File: src/rtl/core/wpt_ram.sv
// ----------------------------------------------------------------------------
// Generic simple dual-port RAM
// One write port and one read port, read data registered.
// ----------------------------------------------------------------------------
module wpt_ram #(
  parameter int WIDTH = 8,
  parameter int DEPTH = 16,
  localparam int ADDR_W = (DEPTH > 1) ? $clog2(DEPTH) : 1
) (
  input  logic              clk,
  input  logic              we,
  input  logic [ADDR_W-1:0] waddr,
  input  logic [WIDTH-1:0]  wdata,
  input  logic [ADDR_W-1:0] raddr,
  output logic [WIDTH-1:0]  rdata
);

  logic [WIDTH-1:0] mem [DEPTH];

  always_ff @(posedge clk) begin
    if (we) begin
      mem[waddr] <= wdata;
    end
    rdata <= mem[raddr];
  end

endmodule

File: config.mk
export PLATFORM = sky130hd
export DESIGN_NAME = wpt_ram
export DESIGN_NICKNAME = d
export VERILOG_FILES = /design/src/rtl/core/wpt_ram.sv
export SDC_FILE = /design/constraint.sdc
export NUM_CORES = 1
export LEC_CHECK = 0
export ABC_CLOCK_PERIOD_IN_PS = 2900
export BUFFER_PORTS_ARGS = -buffer_cell sky130_fd_sc_hd__buf_4
export CAP_MARGIN = 20
export CORE_UTILIZATION = 60
export DETAILED_ROUTE_END_ITERATION = 16
export PLACE_DENSITY = 0.84
export SYNTH_ARGS = -nofsm -noshare
export SYNTH_HDL_FRONTEND = slang
export SYNTH_SLANG_ARGS = --single-unit
File: constraint.sdc
create_clock -name clk -period 2.9 [get_ports clk]
set_input_delay 0 -clock clk [delete_from_list [all_inputs] [get_ports clk]]
set_output_delay 0 -clock clk [all_outputs]
set_load 0.005 [all_outputs]
==> results of run 1 <==
==> path summary, 6_finish.rpt <==
kind                            startpoint         end  slack, ns
worst min-delay path              raddr[2]    rdata[2]       0.06
worst max-delay path              waddr[0]  mem[14][5]       1.40
worst max register to register   mem[0][5]    rdata[5]       1.50
worst min register to register  mem[14][5]    rdata[5]       0.68
==> cell usage in the layout (no fill, tap or decap), drive strengths merged <==
cell and instances:
clkinv 2, nor2 13, a22oi 16, buf 29
and2b 1, nand2b 2, nor3 4, bufinv 2
or3b 1, clkbuf 26, nand3 1, nor2b 1
nand3b 2, clkinvlp 2, and2 1, mux4 32
dfxtp 8, edfxtp 128, dlygate4sd3 11, nand2 9
==> cell usage after synthesis, types with 3 or more instances <==
cell type / instances / area share [%]
edfxtp_1: 128 / 75
nand2_1: 9 / 0.66
a22oi_1: 16 / 2.3
nor2_1: 13 / 0.95
mux4_1: 14 / 7.1
mux4_2: 18 / 7.9
nor3_1: 4 / 0.39
clkdlybuf4s25_2: 3 / 0.58
dfxtp_1: 8 / 3.1
buf_2: 3 / 0.29
buf_6: 3 / 0.66
==> state kept, by name, summed over array words and instances (netlist names) <==
signal	flops
mem	128
rdata	8
==> cell families after synthesis <==
kind of cell	count (synthesis)	synth area share (%)
DFF	136	77.8
and+or+nand+nor	35	3.18
muxes	32	15.0
AOI/OAI and AO/OA	16	2.33
buffers and inverters	10	1.68
==> through the flow <==
step | total power, mW | setup WS, ns | hold slack, ns | cells | instance area (µm²)
3_5_place_dp | 2.45 | 1.18 | 0.311 | 353 | 5410
2_1_floorplan | 2.36 | 1.41 | 0.0989 | 229 | 5150
6_report | 4.50 | 1.40 | 0.0634 | 396 | 6110
3_3_place_gp | 2.44 | 1.24 | 0.302 | 353 | 5410
5_1_grt | 4.63 | 1.33 | 0.0866 | 396 | 6110
4_1_cts | 4.52 | 1.43 | 0.0552 | 396 | 6110
==> routing by layer <==
metal / vias up / share of wire, %
met1: 1285 / 39
met4: 0 / 1.4
li1: 1070 / -
met3: 14 / 8.1
met5: - / 0
met2: 133 / 52
==> worst max-delay path, cell delays in order <==
cell           delay, ns
dlygate4sd3_1       0.53
buf_4               0.16
nand2b_1            0.23
nor2_1              0.71
==> what timing repair did <==
action                                  4_1_cts  5_1_grt
gates resized for setup                       0        0
endpoints found under the setup margin        0        0
hold buffers                                 11        0
endpoints found under the hold margin       140        0
==> area by class of cell <==
type	count	share of cell area, %
clock inverter	6	1.45
clock buffer	26	8.15
timing repair buffer	40	5.37
tap	105	2.15
sequential	136	65.6
multi-input combinational	83	17.3
==> power by group through the flow <==
stage | clock network [mW] | registers (mW) | logic (mW)
floorplan | 0 | 2.25 | 0.112
global placement | 0 | 2.25 | 0.196
detailed placement | 0 | 2.25 | 0.203
CTS | 2.09 | 2.21 | 0.217
global route | 2.18 | 2.22 | 0.232
finish | 2.08 | 2.21 | 0.215
==> out/results.tsv, run 1 <==
stage	metric	value	unit
run_status	status	completed	
detailed_routing	drtAntennaViolNets	0	
sta	min_period	1.50	ns
clocking	clockRootBuffer	clkbuf_8	
hold_path	min_path_type	in2reg	
power_and_ir_drop	power.internal	3.64	mW
yosys	synthArstFlopShare	0	%
critical_path	path_max_fanout	8	
clocking	cts.sinks	136	
sta	hold_viol_final	0	
sta	tns	0	ns
cells_and_area	syn2layout_area_growth	18.6	%
detailed_routing	viasPerCell	6.32	
cells_and_area	post-route-util	74.0	%
grt	grt_use_met2	39.8	%
floorplan	die_w	94.6	µm
cells_and_area	fillerInstances	458	
floorplan	initial_utilization	62.3	%
floorplan	dieHeight	94.6	µm
clocking	numCtsBuffers	17	
place	port_buffers	25	
clocking	insertion_delay	0.52	ns
sta	finalMaxSlewViolations	0	
power_and_ir_drop	p_comb_share	4.8	%
grt	grt_overflow_total	0	
cells_and_area	final_nets	296	
critical_path	worstPathRequired	3.04	ns
cells_and_area	diodes	0	
clocking	clockBufferDepth	2	
place	routabilityCongestion	0.750	
flow_run	drv_cap	0	
cells_and_area	multi_input_area	1060	µm²
detailed_routing	vias	2502	
cells_and_area	seqCellArea	4000	µm²
floorplan	io_pins	26	
power_and_ir_drop	p_per_area	737	nW/µm²
yosys	ys.warnings.count	0	
power_and_ir_drop	p_seq_share	49.1	%
detailed_routing	wl_per_cell	25.2	µm
grt	grtUsageMet3	7.17	%
yosys	syn_area	5150	µm²
sta	worst_pin_slew	0.916	ns
grt	grt_pass1_vias	2536	
detailed_routing	first_pass_iters	5	
sta	clock.fmax	666	MHz
detailed_routing	routed_wl	9980	µm
power_and_ir_drop	ir_drop	503	µV
yosys	syn_nets	247	
floorplan	rows	33	
critical_path	critical_path_arrival	1.64	ns
detailed_routing	drtIter0Drc	296	
sta	setup_viol	0	
critical_path	crit_path_start_kind	primary input	
yosys	ys_seq_area_share	77.8	%
detailed_routing	drcViolationCount	0	
hold_path	holdPathStages	4	
critical_path	r2r_cells	3	
power_and_ir_drop	p_sw_share	19.2	%
critical_path	critPathKind	in2reg	
yosys	synth_cell_types	19	
sta	period_share	51.7	%
clocking	htreeDepth	4	
yosys	syn_area_per_cell	22.5	µm²
clocking	clkTransAtPathRegs	0.06	ns
clocking	cts_setup_buffers	0	
sta	relSlewSlack	38.7	%
floorplan	die_area	8950	µm²
yosys	synth_ff_type	edfxtp_1	
grt	antenna_found_initial	0	
sta	finClkSkew	0.00530	ns
grt	gr-usage-met1	34.4	%
grt	grt_busiest_layer	met2	
power_and_ir_drop	p_sw	0.866	mW
yosys	synthCells	229	
floorplan	placeableCoreArea	8260	µm²
cells_and_area	drive_above_1_share	26.1	%
yosys	synth_edf_count	128	
grt	grt_pass1_wl	15100	µm
place	dpl.hpwl	5720	µm
sta	grt_setup_unrepaired	false	
grt	grt_start_max_net_pins	33	
grt	grt_use_total	25.5	%
yosys	synth_seq_cells	136	
power_and_ir_drop	p_leak	2.07	nW
clocking	cts_tree	built	
critical_path	critPathCaptureType	flop	
power_and_ir_drop	power_frac_clock	46.1	%
Note: power is estimated with default switching activity, not from simulation.
==> inputs of run 2 (changes only) <==
ABC_CLOCK_PERIOD_IN_PS = 1300   (was 2900)
CORE_UTILIZATION = 54   (was 60)
PLACE_DENSITY = 0.8   (was 0.84)
clock period = 1.3 ns   (was 2.9 ns; I/O delays follow)
==> run 2 against run 1 <==
The run now ends with setup timing left. Wire length is 6.8% higher. Die area grew 11%. Count of clock-buffer cells in the layout down 8. Power increased by 130%. Worst setup slack worse by 1.4 ns. Flip-flop and latch count did not move.
==> out/results.tsv, run 2 (same netlist as run 1, synthesis figures left out) <==
stage	metric	value	unit
sta	period_share	100	%
detailed_routing	wl_met2	5400	µm
critical_path	worstPathCellList	mux4_1 -> a22oi_2 -> nand2_1	
grt	grt_use_total	24.1	%
place	port_buffers	25	
clocking	numCtsBuffers	17	
cells_and_area	seqCellArea	4000	µm²
critical_path	rrSetupSlack	-0.004	ns
critical_path	crit_family	multiplexers	
run_status	violations	setup timing	
sta	min_period	1.30	ns
clocking	clockBufferDepth	2	
power_and_ir_drop	p_per_area	1630	nW/µm²
floorplan	dieHeight	99.6	µm
clocking	clkTransAtPathRegs	0.06	ns
hold_path	holdPathStages	3	
detailed_routing	drcViolationCount	0	
cells_and_area	largest_reg_flops	128	
hold_path	min_path_type	in2reg	
clocking	cts_tree	built	
grt	antenna_found_initial	0	
clocking	htreeDepth	4	
sta	finalMaxSlewViolations	0	
grt	grt_pass1_wl	16000	µm
floorplan	io_pins	26	
sta	setup_viol	1	
detailed_routing	first_pass_iters	4	
sta	hold_viol_final	0	
cells_and_area	final_common_cell	edfxtp_1	
critical_path	path_max_fanout	1	
critical_path	r2r_cells	3	
detailed_routing	highest_layer	met4	
power_and_ir_drop	p_leak	2.17	nW
hold_path	hold_path_end	mem[4][6]	
clocking	clockRootBuffer	clkbuf_8	
place	routabilityCongestion	0.733	
detailed_routing	routed_wl	10700	µm
hold_path	min-delay-start	waddr[1]	
grt	grt_start_max_net_pins	19	
floorplan	die_area	9930	µm²
critical_path	critPathMaxStageDelay	0.53	ns
critical_path	path_buf_inv	0	
floorplan	placeableCoreArea	9240	µm²
cells_and_area	multi_input_area	1080	µm²
run_status	status	finished, violations left	
sta	hold-worst-slack	0.0249	ns
cells_and_area	reg_top3	mem (128), rdata (8)	
critical_path	reg2reg_to	rdata[0]	
floorplan	initial_utilization	55.7	%
sta	worst_pin_slew	1.15	ns
place	dpl.hpwl	6440	µm
cells_and_area	post-route-util	69.2	%
sta	layout_setup_ws	-0.00356	ns
cells_and_area	fillerInstances	543	
clocking	cts.sinks	136	
cells_and_area	post-route-cell-area	6390	µm²
cells_and_area	drive_above_1_share	39.3	%
clocking	insertion_delay	0.51	ns
critical_path	r2r-start	mem[1][0]	
sta	grt_setup_unrepaired	true	
cells_and_area	largest_register	mem	
cells_and_area	final_nets	318	
clocking	cts_setup_buffers	0	
critical_path	critPathCaptureType	flop	
place	dpl-instance-area	5660	µm²
sta	clock.fmax	767	MHz
floorplan	rows	35	
flow_run	drv_cap	0	
cells_and_area	diodes	0	
cells_and_area	final_cell_mix	edfxtp_1, buf_4, mux4_2, clkbuf_16, nor2_1	
detailed_routing	drtIter0Drc	250	
cells_and_area	syn2layout_area_growth	24.2	%
floorplan	die_w	99.6	µm
detailed_routing	viasPerCell	5.89	
critical_path	worstPathRequired	1.69	ns
sta	finClkSkew	0.00417	ns
detailed_routing	wl_per_cell	24.1	µm
critical_path	critical_path_arrival	1.70	ns
grt	grt_pass1_vias	2704	
grt	grt_overflow_total	0	
critical_path	crit_path_start_kind	flop	
detailed_routing	met3_length	816	µm
detailed_routing	drtAntennaViolNets	0	
critical_path	slowest_stage	mux4_1	
detailed_routing	vias	2603	
critical_path	critPathKind	reg2reg	
detailed_routing	wl_met1	4240	µm
sta	relSlewSlack	23.3	%
power_and_ir_drop	ir_drop	886	µV
==> run 2: worst register-to-register path, stage by stage, from the launching register on <==
cell	delay (ns)
edfxtp_1	0.36
mux4_1	0.53
a22oi_2	0.20
nand2_1	0.09
==> run 2: layout make-up <==
class,count,share of cell area (%)
clock buffer,18,6.54
clock inverter,14,3.11
multi-input combinational,83,16.9
sequential,136,62.6
tap,129,2.52
timing repair buffer,62,8.26
==> run 2: where the power goes <==
group | switching, mW | total (mW) | internal (mW)
logic | 0.287 | 0.563 | 0.276
clock network | 1.80 | 4.92 | 3.13
registers | 0.0341 | 4.94 | 4.90
total | 2.12 | 10.4 | 8.31
==> run 2: timing repair <==
item | in CTS | in global routing
hold buffers | 10 | 0
hold endpoints to repair | 138 | 0
gates cloned | 0 | 0
gates resized for setup | 10 | 10
pin swaps | 3 | 4
endpoints found under the setup margin | 5 | 8
==> run 2: worst max path at each step <==
stage | start | to | slack (ns) | cells after the start
final | mem[1][0] | rdata[0] | -0.004 | 3
after global placement | raddr[0] | rdata[4] | -0.1 | 5
after floorplan | waddr[2] | mem[3][0] | 0.03 | 2
after detailed placement | raddr[0] | rdata[4] | -0.16 | 5
after CTS | mem[11][4] | rdata[4] | -0.02 | 3
after global routing | mem[0][0] | rdata[0] | -0.07 | 3
==> run 2: through the flow <==
step / power [mW] / worst slack, ns / cells / setup TNS [ns]
5_1_grt: 10.7 / -0.0747 / 442 / -0.191
4_1_cts: 10.5 / -0.0158 / 442 / -0.0234
2_1_floorplan: 5.27 / 0.0339 / 229 / 0
3_5_place_dp: 5.53 / -0.162 / 400 / -0.465
6_report: 10.4 / -0.00356 / 442 / -0.00356
3_3_place_gp: 5.51 / -0.0974 / 400 / -0.0974
==> run 2: metal layers <==
layer | track usage (%) | vias to the layer above
met3 | 8.50 | 17
met2 | 37.4 | 141
met4 | 9.62 | 0
met1 | 31.5 | 1337
li1 | - | 1108
met5 | 0 | -
